--- src/tcce_pkg.sv ---
// Shared types and constants for the text console cursor engine.
// No dependencies; every file of the block but tcce_ram refers to this package.
`timescale 1ns / 1ps

package tcce_pkg;

  // Fixed field widths
  localparam int ADDR_W     = 14;
  localparam int SIZE_W     = 15;
  localparam int CHAR_W     = 8;
  localparam int COLOR_W    = 8;
  localparam int REQ_W      = 2;
  localparam int MODE_W     = 2;
  localparam int CFG_IDX_W  = 2;
  localparam int CFG_DATA_W = 15;

  // Stream widths
  localparam int IN_TDATA_W     = 8;
  localparam int IN_TUSER_W     = 4;
  localparam int OUT_TDATA_W    = 64;
  localparam int OUT_TUSER_W    = 1;
  localparam int OUT_PAYLOAD_W  = 3 * ADDR_W + CHAR_W + COLOR_W;

  // Parameter defaults
  localparam int LINE_WIDTH_DEF    = 80;
  localparam int SCREEN_CELLS_DEF  = 2000;
  localparam int TAB_CELLS_DEF     = 4;
  localparam int HISTORY_DEPTH_DEF = 2048;
  localparam int SEARCH_MAX_DEF    = 64;

  // Depth of the command queue between front and back
  localparam int QUEUE_DEPTH = 2;

  // Register reset values
  localparam logic [ADDR_W-1:0]  BASE_RST      = '0;
  localparam logic [SIZE_W-1:0]  SIZE_RST      = 15'd4096;
  localparam logic [COLOR_W-1:0] NORMAL_RST    = 8'd7;
  localparam logic [COLOR_W-1:0] HIGHLIGHT_RST = 8'd4;

  // Register indexes
  localparam logic [CFG_IDX_W-1:0] CFG_BASE      = 2'd0;
  localparam logic [CFG_IDX_W-1:0] CFG_SIZE      = 2'd1;
  localparam logic [CFG_IDX_W-1:0] CFG_NORMAL    = 2'd2;
  localparam logic [CFG_IDX_W-1:0] CFG_HIGHLIGHT = 2'd3;

  // Request kinds and modes
  localparam logic [REQ_W-1:0]  REQ_PUT     = 2'd0;
  localparam logic [REQ_W-1:0]  REQ_UP      = 2'd1;
  localparam logic [REQ_W-1:0]  REQ_DOWN    = 2'd2;
  localparam logic [MODE_W-1:0] MODE_INIT   = 2'd0;
  localparam logic [MODE_W-1:0] MODE_SEARCH = 2'd1;

  // Character codes
  localparam logic [CHAR_W-1:0] CH_BS    = 8'h08;
  localparam logic [CHAR_W-1:0] CH_TAB   = 8'h09;
  localparam logic [CHAR_W-1:0] CH_NL    = 8'h0A;
  localparam logic [CHAR_W-1:0] CH_SPACE = 8'h20;

  typedef enum logic [2:0] {
    CMD_NOP,
    CMD_UP,
    CMD_DOWN,
    CMD_PRINT,
    CMD_TAB,
    CMD_NL,
    CMD_BS
  } cmd_kind_t;

  typedef struct packed {
    cmd_kind_t         kind;
    logic [CHAR_W-1:0] ch;
    logic              hl;
  } cmd_t;

  typedef struct packed {
    logic [ADDR_W-1:0]  base;
    logic [SIZE_W-1:0]  size;
    logic [COLOR_W-1:0] normal;
    logic [COLOR_W-1:0] highlight;
  } cfg_t;

  typedef struct packed {
    logic               write_valid;
    logic [ADDR_W-1:0]  cell_addr;
    logic [CHAR_W-1:0]  cell_char;
    logic [COLOR_W-1:0] cell_color;
    logic [ADDR_W-1:0]  cursor_pos;
    logic [ADDR_W-1:0]  view_start;
    logic               last;
  } res_t;

  typedef enum logic [2:0] {
    ST_CLEAR,
    ST_IDLE,
    ST_NL_MUL,
    ST_NL_REM,
    ST_NL_SET,
    ST_BS_RD,
    ST_FOLLOW,
    ST_EMIT
  } bk_state_t;

endpackage

--- src/tcce_queue.sv ---
// Short command queue between the front and back parts of the engine.
// Depends on tcce_pkg.
`timescale 1ns / 1ps

module tcce_queue (
  input  logic          clk,
  input  logic          rst_n,
  input  logic          push,
  input  tcce_pkg::cmd_t push_cmd,
  output logic          full,
  input  logic          pop,
  output logic          head_valid,
  output tcce_pkg::cmd_t head_cmd
);

  localparam int DEPTH = tcce_pkg::QUEUE_DEPTH;
  localparam int PTR_W = (DEPTH > 1) ? $clog2(DEPTH) : 1;
  localparam int CNT_W = $clog2(DEPTH + 1);
  localparam logic [PTR_W-1:0] PTR_LAST = PTR_W'(DEPTH - 1);
  localparam logic [CNT_W-1:0] CNT_FULL = CNT_W'(DEPTH);

  tcce_pkg::cmd_t     slot_r [DEPTH];
  logic [PTR_W-1:0]   wr_ptr_r, wr_ptr_nxt;
  logic [PTR_W-1:0]   rd_ptr_r, rd_ptr_nxt;
  logic [CNT_W-1:0]   cnt_r, cnt_nxt;

  assign full       = (cnt_r == CNT_FULL);
  assign head_valid = (cnt_r != '0);
  assign head_cmd   = slot_r[rd_ptr_r];

  always_comb begin
    wr_ptr_nxt = wr_ptr_r;
    rd_ptr_nxt = rd_ptr_r;
    cnt_nxt    = cnt_r;
    if (push) begin
      wr_ptr_nxt = (wr_ptr_r == PTR_LAST) ? '0 : wr_ptr_r + PTR_W'(1);
    end
    if (pop) begin
      rd_ptr_nxt = (rd_ptr_r == PTR_LAST) ? '0 : rd_ptr_r + PTR_W'(1);
    end
    if (push && !pop) begin
      cnt_nxt = cnt_r + CNT_W'(1);
    end else if (pop && !push) begin
      cnt_nxt = cnt_r - CNT_W'(1);
    end
  end

  always_ff @(posedge clk) begin
    if (!rst_n) begin
      wr_ptr_r <= '0;
      rd_ptr_r <= '0;
      cnt_r    <= '0;
    end else begin
      wr_ptr_r <= wr_ptr_nxt;
      rd_ptr_r <= rd_ptr_nxt;
      cnt_r    <= cnt_nxt;
    end
  end

  always_ff @(posedge clk) begin
    if (push) begin
      slot_r[wr_ptr_r] <= push_cmd;
    end
  end

endmodule

--- config.mk ---
export PLATFORM = sky130hd
export DESIGN_NAME = tcce_queue
export DESIGN_NICKNAME = d
export VERILOG_FILES = /design/src/tcce_pkg.sv /design/src/tcce_queue.sv
export SDC_FILE = /design/constraint.sdc
export NUM_CORES = 1
export LEC_CHECK = 0
export CORE_MARGIN = 4
export CORE_UTILIZATION = 55
export CTS_CLUSTER_SIZE = 14
export DETAILED_ROUTE_END_ITERATION = 12
export DONT_BUFFER_PORTS = 1
export MAX_ROUTING_LAYER = met4
export PLACE_DENSITY = 0.71
export SETUP_SLACK_MARGIN = 0.5
export SLEW_MARGIN = 20
export SYNTH_ARGS = -nofsm -noshare
export SYNTH_HDL_FRONTEND = slang
export SYNTH_SLANG_ARGS = --single-unit
--- constraint.sdc ---
create_clock -name clk -period 2.8 [get_ports clk]
set_input_delay 0.56 -clock clk [delete_from_list [all_inputs] [get_ports clk]]
set_output_delay 0.56 -clock clk [all_outputs]
set_load 0.02 [all_outputs]
==> results of run 1 <==
==> how the worst min path moves through the flow <==
stage | from | to | cells past startpoint
floorplan | cnt_r[1] | cnt_r[1] | 2
global placement | cnt_r[1] | cnt_r[1] | 2
detailed placement | cnt_r[1] | cnt_r[1] | 2
CTS | push_cmd[1] | slot_r[1][1] | 0
global route | push_cmd[5] | slot_r[1][5] | 0
finish | push_cmd[11] | slot_r[1][11] | 0
==> report_power, final <==
| part | internal, W | total, W | switching, W |
|---|---|---|---|
| Sequential | 0.000495 | 0.000511 | 0.0000158 |
| Clock | 0.000124 | 0.000244 | 0.000120 |
| Combinational | 0.0000365 | 0.0000902 | 0.0000537 |
| Total | 0.000655 | 0.000845 | 0.000190 |
==> area by class of cell <==
cell class,count,share of cell area (%)
sequential,29,69.9
clock buffer,8,5.01
timing repair buffer,1,0.639
tap,25,2.66
inverter,1,0.319
multi-input combinational,28,21.5
==> kinds of logic (layout without fill, tap and decap cells) <==
kind of cell | Yosys count | in the layout | share of synthesized area (%)
buffers and inverters | 2 | 10 | 0.808
AOI/OAI and AO/OA | 3 | 3 | 1.85
muxes | 12 | 12 | 12.5
xor gates and xnor gates | 3 | 3 | 2.43
and+or+nand+nor | 9 | 9 | 5.43
adders and majority gates | 1 | 1 | 1.16
DFF | 29 | 29 | 75.8
==> placed cells by master (no fill, tap or decap), types with 2 or more instances in the layout <==
master / n
xor2_1: 2
dfxtp_1: 5
edfxtp_1: 24
and2_1: 4
mux2_2: 12
clkbuf_1: 2
nor2b_1: 2
clkbuf_4: 5
==> layer usage <==
metal	global-route usage [%]	wire length [um]
met3	6.55	146
met5	-	0
met4	8.94	35
met1	11.0	544
met2	22.3	789
==> registers in the layout, indices dropped and copies added, names as in the netlist, named ones only <==
register / flops
wr_ptr_r: 1
slot_r: 24
cnt_r: 2
rd_ptr_r: 1
==> stage by stage <==
| stage | std cells | hold slack [ps] | instance area, um2 | utilization, % | setup WS (ps) |
|---|---|---|---|---|---|
| after detailed placement | 84 | 498 | 1120 | 61.9 | 1140 |
| after CTS | 92 | 330 | 1170 | 65.2 | 784 |
| after global placement | 84 | 482 | 1120 | 61.9 | 1140 |
| after global routing | 92 | 307 | 1170 | 65.2 | 731 |
| final | 92 | 345 | 1170 | 65.2 | 817 |
| after floorplan | 59 | 461 | 1080 | - | 1230 |
==> flow_summary.json, run 1 <==
{
  "status": "complete, no violations",
  "path_clk_slew_ps": 80,
  "synth_common_cells": "24 x edfxtp_1, 12 x mux2_2, 5 x dfxtp_1",
  "io_buffers": 0,
  "yosysWarningCount": 0,
  "reg2reg_slack_ps": 1590,
  "grt.overflow.total": 0,
  "setup_viol_count_final": 0,
  "r2r_cells": 2,
  "nets": 83,
  "seq_area_um2": 821,
  "rsz0062_at_grt": "no",
  "multiInputGateArea_um2": 253,
  "drv_cap": 0,
  "cp_slowest_cell": "dfxtp_1",
  "root_buffer": "clkbuf_4",
  "cts_tree": "built",
  "crit_path_cell_trace": "mux2_2",
  "ant_nets": 0,
  "cp.depth": 1,
  "clockBufferDepth": 2,
  "first_global_vias": 537,
  "drt_pass1_iterations": 2,
  "post-route-min-period_ps": 1980,
  "syn_avg_cell_area_um2": 18.3,
  "finClkSkew_ps": 3.21,
  "drc": 0,
  "synth.top_cell.area_share_pct": 66.6,
  "synth_cell_types": 16,
  "max_slew_margin_pct": 64.2,
  "synth-edff-count": 24,
  "cts_resized": 0,
  "drt-initial-drc-count": 5,
  "dieArea_um2": 2740,
  "critPathMaxFanout": 12,
  "syn2layout_area_growth_pct": 8.56,
  "fin_crit_sh_pct": 70.8,
  "fin_tns_setup_ps": 0,
  "insertion_delay_ps": 300,
  "synth.largest_area_cell": "edfxtp_1",
  "crit_family": "flip-flops",
  "slowest_delay_ps": 660,
  "routedWlPerCell_um": 16.5,
  "hold_viol": 0,
  "total_power_w": 0.000845,
  "irDropWorstVdd_uv": 456,
  "ys_seq_area_share_pct": 75.8,
  "placementRows": 15,
  "crit_buf_inv": 0,
  "track_usage_pct": 13.1,
  "synth_nets": 76,
  "p_per_area_nw_per_um2": 719,
  "synth_area_leaders": "edfxtp_1 67%, mux2_2 12%, dfxtp_1 9.2%",
  "syn_inst": 59,
  "r2r-end": "slot_r[0][6]",
  "worstSetupEndpointType": "primary output",
  "vias": 491,
  "fmax_mhz": 504,
  "antenna_found_initial": 0,
  "core-area_um2": 1800,
  "synth-seq-cells": 29,
  "r2r_start": "wr_ptr_r",
  "cts_buffers": 5,
  "hold_buffers": 0,
  "cts-htree-levels": 2,
  "worstPathArrival_ps": 1420,
  "cp.required_ps": 2240,
  "n_antenna_cell": 0,
  "grt_pass1_wl_um": 2310,
  "syn_area_um2": 1080,
  "start_util_pct": 60.1,
  "die_height_um": 52.4,
  "die_w_um": 52.4,
  "worstMarginPinSlew_ps": 537,
  "gp_congestion": 0.629,
  "clock_sinks": 29,
  "drive_gt1_share_pct": 31.3,
  "vias_per_cell": 5.34,
  "ios": 30,
  "wl_um": 1520,
  "startpoint_type": "register",
  "p_leak_nw": 0.409,
  "drv_slew": 0,
  "dp_hpwl_um": 1090,
  "grt_max_degree": 13,
  "synth_most_common_cell": "edfxtp_1",
  "crit_path_end": "head_cmd[8]",
  "post-cts-setup-buffers": 0,
  "min_path_type": "input pin to register",
  "path_class": "register to primary output",
  "synthArstFlopShare_pct": 0,
  "synth_flop_cell": "edfxtp_1",
  "fillers": 156
}
No activity file was read; power rests on OpenSTA's default activity.
==> inputs of run 2 (changes only) <==
==> constraint.sdc (replaced) <==
create_clock -name clk -period 1.9 [get_ports clk]
set_input_delay 0.38 -clock clk [delete_from_list [all_inputs] [get_ports clk]]
set_output_delay 0.38 -clock clk [all_outputs]
set_load 0.02 [all_outputs]
==> flow_summary.json, run 2 (synthesis results as in run 1) <==
{
  "met2_usage_pct": 22.5,
  "worstSetupEndpointType": "primary output",
  "r2r-end": "slot_r[0][5]",
  "path_class": "register to primary output",
  "ant_nets": 0,
  "clockBufferDepth": 2,
  "drc": 0,
  "max_slew_margin_pct": 62.5,
  "vias": 496,
  "first_global_vias": 562,
  "hp-start": "push_cmd[11]",
  "wl_um": 1500,
  "status": "complete, no violations",
  "place_ws_ps": 416,
  "path_clk_slew_ps": 90,
  "grt_pass1_wl_um": 2410,
  "fmax_mhz": 648,
  "rsz0062_at_grt": "yes",
  "startpoint_type": "register",
  "final_cell_mix": "24 x edfxtp_1, 12 x mux2_4, 5 x clkbuf_4, 4 x and2_1, 3 x dfxtp_1",
  "irDropWorstVdd_uv": 783,
  "drt-initial-drc-count": 1,
  "cp_slowest_cell": "dfxtp_4",
  "gp_congestion": 0.624,
  "final_common_cell": "edfxtp_1",
  "die_height_um": 52.4,
  "fin_crit_sh_pct": 81.2,
  "cts_buffers": 5,
  "holdPathStages": 0,
  "io_buffers": 0,
  "slowest_delay_ps": 380,
  "drt_pass1_iterations": 2,
  "post-route-min-period_ps": 1540,
  "top_usage_layer": "met2",
  "antenna_found_initial": 0,
  "reg.largest.list": "slot_r (24), cnt_r (2)",
  "core-area_um2": 1800,
  "worstPathArrival_ps": 1160,
  "start_util_pct": 60.1,
  "p_per_area_nw_per_um2": 994,
  "largest-register": "slot_r",
  "drv_slew": 0,
  "cp.required_ps": 1520,
  "dieArea_um2": 2740,
  "finalWorstSetupSlack_ps": 357,
  "routedWlPerCell_um": 15.8,
  "met1_usage_pct": 12.1,
  "p_leak_nw": 0.476,
  "placementRows": 15,
  "grt.overflow.total": 0,
  "grt_max_degree": 13,
  "die_w_um": 52.4,
  "min_to": "slot_r[1][11]",
  "r2r_start": "wr_ptr_r",
  "final_cells": 95,
  "syn2layout_area_growth_pct": 16.6,
  "critPathMaxFanout": 6,
  "ios": 30,
  "reg2reg_slack_ps": 700,
  "clock_sinks": 29,
  "total_power_w": 0.00126,
  "root_buffer": "clkbuf_4",
  "r2r_cells": 2,
  "vias_per_cell": 5.22,
  "crit_path_cell_trace": "buf_8 -> mux2_4",
  "setup_viol_count_final": 0,
  "finClkSkew_ps": 3.81,
  "worstMarginPinSlew_ps": 562,
  "insertion_delay_ps": 300,
  "holdWs_ps": 160,
  "dp_cells": 84,
  "cts_tree": "built",
  "track_usage_pct": 13.6,
  "crit_buf_inv": 1,
  "cts-htree-levels": 2,
  "min_path_type": "input pin to register",
  "dp_hpwl_um": 1070,
  "crit_family": "flip-flops",
  "drv_cap": 0,
  "n_antenna_cell": 0,
  "hold_viol": 0,
  "global_route.usage.met3_pct": 9.12,
  "largest_reg_flops": 24,
  "hold_buffers": 0,
  "drive_gt1_share_pct": 38.6,
  "fin_tns_setup_ps": 0,
  "nets": 86
}
==> run 2: changes by cell type in the layout (fill, tap and decap cells not counted), moves of 2 or more <==
cell,previous run,this run
mux2_2,12,0
mux2_4,0,12
clkinv_2,0,2
dfxtp_1,5,3
==> run 2: worst reg2reg max path: stages, from the launching register on <==
cell and delay (ps):
dfxtp_1 320, nor2b_1 330, buf_4 260
==> run 2: final cells by class <==
type                    count  area, um2
clock buffers               6       41.3
clock inverters             2       10.0
fillers                   135        539
inverters                   1       3.75
multi-input cells          28        300
flip-flops and latches     29        826
well taps                  25       31.3
repair buffers              4       50.0
==> run 2: power by group <==
group,internal (W),switching (W),leakage [nW]
Clock,0.000141,0.000184,0.0320
Sequential,0.000731,0.0000184,0.268
Combinational,0.0000891,0.0000922,0.176
Total,0.000960,0.000295,0.476
==> run 2: worst max path at each step <==
stage	slack (ps)	from	cells after the start	endpoint
CTS	340	register	2	head_cmd[11]
global route	300	register	2	head_cmd[0]
detailed placement	420	register	1	head_cmd[3]
floorplan	510	push	1	slot_r[0][0]
global placement	410	register	1	head_cmd[8]
finish	360	register	2	head_cmd[0]
==> run 2: repair_timing <==
| action | CTS | global route |
|---|---|---|
| gates resized for setup | 18 | 1 |
| setup buffers | 3 | 0 |
| endpoints found under the setup margin | 13 | 13 |
| cloned | 0 | 0 |
==> run 2: metal layers <==
metal  vias to the layer above  wire [um]
met5                         -          0
met1                       235        521
met4                         0          6
met3                         2        146
met2                        22        827
li1                        237          -
==> run 2: metrics by stage <==
step / instance area [um2] / util (%)
floorplan: 1080 / -
global placement: 1120 / 61.9
detailed placement: 1120 / 61.9
CTS: 1260 / 70.0
global route: 1260 / 70.1
finish: 1260 / 70.1
