$ cat config.mk
export PLATFORM = sky130hd
export DESIGN_NAME = tcce_front
export DESIGN_NICKNAME = d
export VERILOG_FILES = /design/src/tcce_pkg.sv /design/src/tcce_front.sv
export SDC_FILE = /design/constraint.sdc
export NUM_CORES = 1
export LEC_CHECK = 0
export BUFFER_PORTS_ARGS = -buffer_cell sky130_fd_sc_hd__buf_2
export CAP_MARGIN = 20
export CORE_MARGIN = 1
export CORE_UTILIZATION = 45
export CTS_CLUSTER_DIAMETER = 150
export DETAILED_ROUTE_END_ITERATION = 8
export PLACE_DENSITY = 0.84
export SLEW_MARGIN = 20
export SYNTH_ARGS = -nofsm -noshare
export SYNTH_HDL_FRONTEND = slang
export SYNTH_SLANG_ARGS = --single-unit
$ cat constraint.sdc
create_clock -name clk -period 2.7 [get_ports clk]
set_input_delay 0.54 -clock clk [delete_from_list [all_inputs] [get_ports clk]]
set_output_delay 0.54 -clock clk [all_outputs]
set_load 0.03 [all_outputs]
$ cat src/tcce_pkg.sv
// Shared types and constants for the text console cursor engine.
// No dependencies; every file of the block but tcce_ram refers to this package.
`timescale 1ns / 1ps

package tcce_pkg;

  // Fixed field widths
  localparam int ADDR_W     = 14;
  localparam int SIZE_W     = 15;
  localparam int CHAR_W     = 8;
  localparam int COLOR_W    = 8;
  localparam int REQ_W      = 2;
  localparam int MODE_W     = 2;
  localparam int CFG_IDX_W  = 2;
  localparam int CFG_DATA_W = 15;

  // Stream widths
  localparam int IN_TDATA_W     = 8;
  localparam int IN_TUSER_W     = 4;
  localparam int OUT_TDATA_W    = 64;
  localparam int OUT_TUSER_W    = 1;
  localparam int OUT_PAYLOAD_W  = 3 * ADDR_W + CHAR_W + COLOR_W;

  // Parameter defaults
  localparam int LINE_WIDTH_DEF    = 80;
  localparam int SCREEN_CELLS_DEF  = 2000;
  localparam int TAB_CELLS_DEF     = 4;
  localparam int HISTORY_DEPTH_DEF = 2048;
  localparam int SEARCH_MAX_DEF    = 64;

  // Depth of the command queue between front and back
  localparam int QUEUE_DEPTH = 2;

  // Register reset values
  localparam logic [ADDR_W-1:0]  BASE_RST      = '0;
  localparam logic [SIZE_W-1:0]  SIZE_RST      = 15'd4096;
  localparam logic [COLOR_W-1:0] NORMAL_RST    = 8'd7;
  localparam logic [COLOR_W-1:0] HIGHLIGHT_RST = 8'd4;

  // Register indexes
  localparam logic [CFG_IDX_W-1:0] CFG_BASE      = 2'd0;
  localparam logic [CFG_IDX_W-1:0] CFG_SIZE      = 2'd1;
  localparam logic [CFG_IDX_W-1:0] CFG_NORMAL    = 2'd2;
  localparam logic [CFG_IDX_W-1:0] CFG_HIGHLIGHT = 2'd3;

  // Request kinds and modes
  localparam logic [REQ_W-1:0]  REQ_PUT     = 2'd0;
  localparam logic [REQ_W-1:0]  REQ_UP      = 2'd1;
  localparam logic [REQ_W-1:0]  REQ_DOWN    = 2'd2;
  localparam logic [MODE_W-1:0] MODE_INIT   = 2'd0;
  localparam logic [MODE_W-1:0] MODE_SEARCH = 2'd1;

  // Character codes
  localparam logic [CHAR_W-1:0] CH_BS    = 8'h08;
  localparam logic [CHAR_W-1:0] CH_TAB   = 8'h09;
  localparam logic [CHAR_W-1:0] CH_NL    = 8'h0A;
  localparam logic [CHAR_W-1:0] CH_SPACE = 8'h20;

  typedef enum logic [2:0] {
    CMD_NOP,
    CMD_UP,
    CMD_DOWN,
    CMD_PRINT,
    CMD_TAB,
    CMD_NL,
    CMD_BS
  } cmd_kind_t;

  typedef struct packed {
    cmd_kind_t         kind;
    logic [CHAR_W-1:0] ch;
    logic              hl;
  } cmd_t;

  typedef struct packed {
    logic [ADDR_W-1:0]  base;
    logic [SIZE_W-1:0]  size;
    logic [COLOR_W-1:0] normal;
    logic [COLOR_W-1:0] highlight;
  } cfg_t;

  typedef struct packed {
    logic               write_valid;
    logic [ADDR_W-1:0]  cell_addr;
    logic [CHAR_W-1:0]  cell_char;
    logic [COLOR_W-1:0] cell_color;
    logic [ADDR_W-1:0]  cursor_pos;
    logic [ADDR_W-1:0]  view_start;
    logic               last;
  } res_t;

  typedef enum logic [2:0] {
    ST_CLEAR,
    ST_IDLE,
    ST_NL_MUL,
    ST_NL_REM,
    ST_NL_SET,
    ST_BS_RD,
    ST_FOLLOW,
    ST_EMIT
  } bk_state_t;

endpackage

$ cat src/tcce_front.sv
// Front part: accepts input items, tracks the search-text length and turns
// each item into a command for the back part. Depends on tcce_pkg.
`timescale 1ns / 1ps

module tcce_front #(
  parameter int SEARCH_MAX = tcce_pkg::SEARCH_MAX_DEF
) (
  input  logic                          clk,
  input  logic                          rst_n,
  input  logic                          in_valid,
  output logic                          in_ready,
  input  logic [tcce_pkg::REQ_W-1:0]    req_type,
  input  logic [tcce_pkg::CHAR_W-1:0]   ch,
  input  logic [tcce_pkg::MODE_W-1:0]   mode,
  input  logic                          hold,
  input  logic                          q_full,
  output logic                          push,
  output tcce_pkg::cmd_t                cmd
);

  localparam int SL_W = $clog2(SEARCH_MAX + 1);
  localparam logic [SL_W-1:0] SL_MAX = SL_W'(SEARCH_MAX);

  logic [SL_W-1:0] slen_r, slen_nxt;
  logic            searching;
  logic            skip;

  assign in_ready  = !q_full && !hold;
  assign push      = in_valid && in_ready;
  assign searching = (req_type == tcce_pkg::REQ_PUT) && (mode == tcce_pkg::MODE_SEARCH);
  // A backspace on an empty search text is turned into a no-op command.
  assign skip      = searching && (ch == tcce_pkg::CH_BS) && (slen_r == '0);

  always_comb begin
    cmd.ch = ch;
    cmd.hl = (mode != tcce_pkg::MODE_INIT);
    unique case (req_type)
      tcce_pkg::REQ_UP:   cmd.kind = tcce_pkg::CMD_UP;
      tcce_pkg::REQ_DOWN: cmd.kind = tcce_pkg::CMD_DOWN;
      tcce_pkg::REQ_PUT: begin
        if (skip) begin
          cmd.kind = tcce_pkg::CMD_NOP;
        end else if (ch == tcce_pkg::CH_BS) begin
          cmd.kind = tcce_pkg::CMD_BS;
        end else if (ch == tcce_pkg::CH_TAB) begin
          cmd.kind = tcce_pkg::CMD_TAB;
        end else if (ch == tcce_pkg::CH_NL) begin
          cmd.kind = tcce_pkg::CMD_NL;
        end else begin
          cmd.kind = tcce_pkg::CMD_PRINT;
        end
      end
      default: cmd.kind = tcce_pkg::CMD_NOP;
    endcase
  end

  always_comb begin
    slen_nxt = slen_r;
    if (push && searching) begin
      if (ch == tcce_pkg::CH_BS) begin
        if (slen_r != '0) begin
          slen_nxt = slen_r - SL_W'(1);
        end
      end else if (slen_r < SL_MAX) begin
        slen_nxt = slen_r + SL_W'(1);
      end
    end
  end

  always_ff @(posedge clk) begin
    if (!rst_n) begin
      slen_r <= '0;
    end else begin
      slen_r <= slen_nxt;
    end
  end

endmodule

==> results of run 1 <==
==> worst paths after layout <==
kind                          start                     end
min reg2reg  slen_r[4]$_SDFFE_PN0P_  slen_r[4]$_SDFFE_PN0P_
max                           ch[2]                 cmd[10]
min          slen_r[4]$_SDFFE_PN0P_  slen_r[4]$_SDFFE_PN0P_
max reg2reg  slen_r[1]$_SDFFE_PN0P_  slen_r[2]$_SDFFE_PN0P_
==> per-stage QoR <==
step | cells | hold WS, ns | util | cell area [sq um]
after detailed placement | 118 | 0.502 | 0.587 | 792
final | 122 | 0.518 | 0.606 | 818
after global placement | 118 | 0.480 | 0.587 | 792
after CTS | 122 | 0.507 | 0.606 | 818
after floorplan | 82 | 0.450 | - | 683
after global routing | 122 | 0.537 | 0.606 | 818
==> metal layers <==
layer,up-vias,track usage
li1,346,-
met1,336,0.192
met2,33,0.383
met3,6,0.0326
met4,0,0.100
met5,-,0
==> logic make-up after synthesis <==
kind of cell | share of synthesized area
DFF | 0.205
AOI/OAI and AO/OA | 0.0879
muxes | 0.0879
buffers and inverters | 0.104
xor gates and xnor gates | 0.0385
and+or+nand+nor | 0.458
adders and majority gates | 0.0183
==> worst max-delay path: cells and delay by family <==
family	cells	cell delay [ns]
AOI/OAI and AO/OA	1	0.10
buffers and inverters	2	0.29
and+or+nand+nor	4	0.99
==> synthesized netlist by cell type <==
cell type	n
a21bo_2	1
a21boi_1	1
a21oi_1	6
and2_1	1
and2b_1	1
and3_1	1
buf_4	8
clkbuf_1	2
dfxtp_1	7
ha_1	1
inv_1	1
mux2i_1	6
nand2_1	5
nand2_2	1
nand2b_1	4
nand3_4	1
nand4_1	7
nand4b_1	1
nor2_1	7
nor2b_1	1
nor2b_4	1
nor3_1	1
nor3b_1	1
nor4_1	4
nor4_4	1
nor4b_4	1
o21ai_0	1
o21bai_1	1
or2_2	1
or3_1	1
or4_1	1
or4b_1	1
or4b_4	1
xnor2_1	3
==> area by class of cell <==
cell class,count,area [sq um],area share
multi-input cells,64,472,0.576
repair buffers,31,158,0.193
flip-flops and latches,7,140,0.171
clock buffers,4,26.3,0.0321
well taps,15,18.8,0.0229
inverters,1,3.75,0.00459
==> power groups by stage <==
| stage | registers [uW] | clock network, uW | logic (uW) |
|---|---|---|---|
| after floorplan | 106 | 0 | 45.8 |
| after global placement | 106 | 0 | 65.9 |
| after detailed placement | 106 | 0 | 68.1 |
| after CTS | 104 | 99.7 | 68.3 |
| after global routing | 104 | 103 | 73.6 |
| final | 104 | 97.5 | 67.6 |
==> flow_summary.toml, run 1 <==
[outcome]
outcome = "finished, final reports clean"

[timing]
fin_tns_setup_ns = 0
finClkSkew_ns = 0.000798
rsz0062_at_grt = "false"
timing.final.hold_violations = 0
tightest_slew_ns = 0.381
slew_headroom = 0.744
drv_slew = 0
period_minus_slack_ns = 2.47
fmax_mhz = 405
finalSetupViolCount = 0
fin_ws_ns = 0.230
fin_crit_sh = 0.915

[worst_hold_path]
hold_class = "reg -> reg"
worst_hold_path.num_cells = 2

[pwr]
seqPwrFrac = 0.386
clockPowerShare = 0.363
finalPower_uw = 269
p_per_area_nw_per_um2 = 329
switching_share = 0.314
combPwrFrac = 0.252
peakVddDrop_uv = 246
p_switching_uw = 84.5
leakagePower_uw = 0.000336
p_int_uw = 184

[cells_and_area]
largest_register = "slen_r"
fillerInstances = 141
antenna_cells = 0
reg_top3 = "slen_r: 7 flops"
layout-area-overhead-vs-synth_pct = 19.8
nNetsFinal = 126
drive_gt1_frac = 0.393
largest_reg_flops = 7
final_common_cell = "buf_2"
layout_common_cells = "buf_2 (30), nand4_1 (7), nor2_1 (7), dfxtp_1 (7)"

[routing]
drt_wl_total_microns = 1510
vias_per_cell = 5.91
drc = 0
vias = 721
top_layer_used = "met4"
initialDrtViolationCount = 15
dr.pass1.iters = 5
wl_met3_microns = 104
drtAntennaViolNets = 0
post_drt_wl_per_cell_microns = 12.4
wl_met1_microns = 638
wl_met2_microns = 751

[clock_network]
cts_tree = "yes"
cts.path.max_buffers = 2
post_cts_buffers = 0
root_buffer = "clkbuf_4"
clock_latency_ns = 0.25
cts.repair.resized = 0
cts.clk_slew.worst_paths_ns = 0.05
ctsHoldBuffers = 0
htree_levels = 1
cts.sinks = 7
cts_inserted_buffers = 3

[floorplanning]
core_area_sq_um = 1350
die_h_microns = 41.0
ios = 31
rows = 13
floorplan.initialDensity = 0.506
die-area_sq_um = 1680
die_x_microns = 41.0

[yosys]
yosys-top-cells-area = "dfxtp_1 (21%), mux2i_1 (8.8%), buf_4 (8.8%)"
synth_top_area_cell = "dfxtp_1"
ys_types = 34
ys_ff_latch = 7
syn_area_per_cell_sq_um = 8.33
netlist_instances = 82
syn_area_sq_um = 683
synth_seq_area_share = 0.205
syn_nets = 100
synth_top_area_share = 0.205
synth_warnings = 0

[placed_design]
dpl_worst_slack_ns = 0.211
gp_congestion = 0.886
port_buffers = 30
hpwl_microns = 1180

[setup_path]
rr_worst_depth = 6
worst_path_max_delay_cell = "nor4b_4"
crit_path_start_kind = "input port"
critPathMaxStageDelay_ns = 0.41
crit_top_cell = "buf_2"
crit_path_end_kind = "output pin"
worstSetupPathType = "in -> out"
path_cells = "buf_2 > nor4b_4 > nand4_1 > nor2_1 > o21bai_1 > and2b_1 > buf_2"
worst_ep_arrival_time_ns = 1.93
worstPathMaxFanout = 5
cp_data_required_time_ns = 2.16
reg2reg_slack_ns = 1.07

[grt]
grt.total_usage = 0.196
grt_pass1_vias = 577
antenna_found_initial = 0
grt_max_degree = 12
overflow = 0
grt_pass1_wl_microns = 2170

[run]
drv_cap = 0
No activity file was read; power rests on OpenSTA's default activity.
==> inputs of run 2 (changes only) <==
--- a/config.mk
+++ b/config.mk
@@ -5,13 +5,14 @@
 export SDC_FILE = /design/constraint.sdc
 export NUM_CORES = 1
 export LEC_CHECK = 0
+export ABC_AREA = 1
 export BUFFER_PORTS_ARGS = -buffer_cell sky130_fd_sc_hd__buf_2
 export CAP_MARGIN = 20
 export CORE_MARGIN = 1
-export CORE_UTILIZATION = 45
+export CORE_UTILIZATION = 48
 export CTS_CLUSTER_DIAMETER = 150
 export DETAILED_ROUTE_END_ITERATION = 8
-export PLACE_DENSITY = 0.84
+export PLACE_DENSITY = 0.86
 export SLEW_MARGIN = 20
 export SYNTH_ARGS = -nofsm -noshare
 export SYNTH_HDL_FRONTEND = slang
==> run 2 against run 1 <==
- design area grew 15%
- combinational power grew 4.1%
- sequential power about the same
- count of clock-buffer cells in the layout stayed put
- setup slack better by 0.070 ns
- first-iteration DRC count rose by 73%
- highest routed layer unchanged
- critical path depth increased by 3
- non-clock buffer count fell by 1
- register-to-register slack got worse by 0.03 ns
- power is 2.9% higher
- synthesized cell count increased by 70%
==> flow_summary.toml, run 2 <==
[floorplanning]
rows = 14
die_h_microns = 42.9
die-area_sq_um = 1840
ios = 31
floorplan.initialDensity = 0.520
die_x_microns = 42.9
core_area_sq_um = 1540

[routing]
initialDrtViolationCount = 26
post_drt_wl_per_cell_microns = 10.2
drc = 0
vias = 924
wl_met2_microns = 879
wl_met1_microns = 765
top_layer_used = "met4"
wl_met3_microns = 158
dr.pass1.iters = 4
vias_per_cell = 5.10
drtAntennaViolNets = 0
drt_wl_total_microns = 1850

[cells_and_area]
fin_area_sq_um = 938
nNetsFinal = 184
largest_reg_flops = 7
largest_register = "slen_r"
multi_input_area_sq_um = 508
fillerInstances = 147
layout-area-overhead-vs-synth_pct = 17.0
final_common_cell = "nand2_1"
drive_gt1_frac = 0.291
layout_common_cells = "nand2_1 (35), buf_2 (30), inv_1 (23), nor2_1 (15)"
antenna_cells = 0
reg_top3 = "slen_r: 7 flops"
fin_util = 0.609
seq_area_sq_um = 140

[clock_network]
htree_levels = 1
post_cts_buffers = 0
root_buffer = "clkbuf_4"
cts.sinks = 7
ctsHoldBuffers = 0
cts_tree = "yes"
clock_latency_ns = 0.26
cts.path.max_buffers = 2
cts.repair.resized = 0
cts_inserted_buffers = 3
cts.clk_slew.worst_paths_ns = 0.05

[pwr]
p_switching_uw = 92.2
switching_share = 0.333
p_per_area_nw_per_um2 = 295
leakagePower_uw = 0.000550
peakVddDrop_uv = 279
clockPowerShare = 0.366
seqPwrFrac = 0.379
combPwrFrac = 0.255
p_int_uw = 184

[grt]
overflow = 0
grt_pass1_vias = 814
grt_max_degree = 11
grt.total_usage = 0.219
grt_pass1_wl_microns = 3150
antenna_found_initial = 0

[yosys]
yosysMostFrequentCell = "nand2_1"
syn_area_sq_um = 802
netlist_instances = 139
synth_seq_area_share = 0.175
synth_top_area_share = 0.175
ys_types = 24
synth_top_area_cell = "dfxtp_1"
synth_warnings = 0
synth_commonest_cells = "nand2_1 (35), inv_1 (23), nor2_1 (15)"
synth_edf_count = 0
ys_ff_latch = 7
synthArstFlopShare = 0
synth_ff_type = "dfxtp_1"
syn_nets = 157
syn_area_per_cell_sq_um = 5.77
yosys-top-cells-area = "dfxtp_1 (17%), nand2_1 (16%), inv_1 (11%)"

[timing]
fin_crit_sh = 0.889
timing.final.hold_violations = 0
finalSetupViolCount = 0
fin_tns_setup_ns = 0
fmax_mhz = 417
slew_headroom = 0.734
tightest_slew_ns = 0.393
finClkSkew_ns = 0.00252
rsz0062_at_grt = "false"
period_minus_slack_ns = 2.40
fin_ws_ns = 0.300
drv_slew = 0

[setup_path]
crit_path_end_kind = "output pin"
worst_ep_arrival_time_ns = 1.86
worstSetupPathType = "in -> out"
cp_data_required_time_ns = 2.16
worstPathMaxFanout = 9
path_cells = "buf_2 > inv_1 > nand2_1 > nor2_4 > nand2_2 > nor2_1 > nand2_1 > a21oi_1 > nor2_1 > buf_2"
critPathMaxStageDelay_ns = 0.29
crit_path_start_kind = "input port"
worst_path_max_delay_cell = "nor2_1"

[outcome]
outcome = "finished, final reports clean"

[placed_design]
gp_congestion = 0.875
dpl_worst_slack_ns = 0.308
hpwl_microns = 1440
place_area_sq_um = 912
port_buffers = 30

[worst_hold_path]
hold_class = "reg -> reg"

[run]
drv_cap = 0
run 2: changes by cell type in the layout (fill, tap and decap cells not counted), moves of 5 or more:
cell	delta
nor2_1	+8
nand2_1	+30
mux2i_1	-6
o21ai_0	+5
inv_1	+22
nand3_1	+9
run 2: through the flow:
step,total power [uW],cells,hold WS (ns)
2_1_floorplan,158,139,0.462
3_3_place_gp,176,177,0.483
3_5_place_dp,177,177,0.498
4_1_cts,279,181,0.512
5_1_grt,290,181,0.540
6_report,276,181,0.514
run 2: worst max-delay path, delay by kind of cell:
kind | cells | cell delay [ns]
AOI/OAI and AO/OA | 1 | 0.17
buffers and inverters | 3 | 0.32
and+or+nand+nor | 6 | 0.82
run 2: metal layers:
layer / up-vias / GRT usage
met5: - / 0
met2: 50 / 0.370
met4: 0 / 0.125
met3: 7 / 0.0340
met1: 384 / 0.258
li1: 483 / -
run 2: power groups by stage:
stage | registers [uW] | logic (uW) | clock network (uW)
after floorplan | 107 | 51.0 | 0
after global placement | 107 | 68.8 | 0
after detailed placement | 107 | 70.4 | 0
after CTS | 105 | 70.7 | 103
after global routing | 105 | 77.7 | 108
final | 105 | 70.4 | 101
run 2: logic make-up after synthesis:
logic type | share of synthesized area
fa+ha+maj | 0.0156
buf+inv | 0.192
flops | 0.175
compound gates | 0.128
simple gates | 0.479
xor+xnor | 0.0109
run 2: final timing paths:
check | start | to | slack (ns) | cells after the start
worst max-delay path | ch[4] | cmd[10] | 0.30 | 10
worst min-delay path | slen_r[6]$_SDFFE_PN0P_ | slen_r[6]$_SDFFE_PN0P_ | 0.51 | 2
worst max register to register | slen_r[1]$_SDFFE_PN0P_ | slen_r[4]$_SDFFE_PN0P_ | 1.04 | 13
worst min register to register | slen_r[6]$_SDFFE_PN0P_ | slen_r[6]$_SDFFE_PN0P_ | 0.51 | 2
run 2: layout make-up:
class | count | share of cell area
Clock buffer | 4 | 0.0280
Inverter | 25 | 0.100
Multi-Input combinational cell | 99 | 0.541
Sequential cell | 7 | 0.149
Tap cell | 16 | 0.0213
Timing Repair Buffer | 30 | 0.160
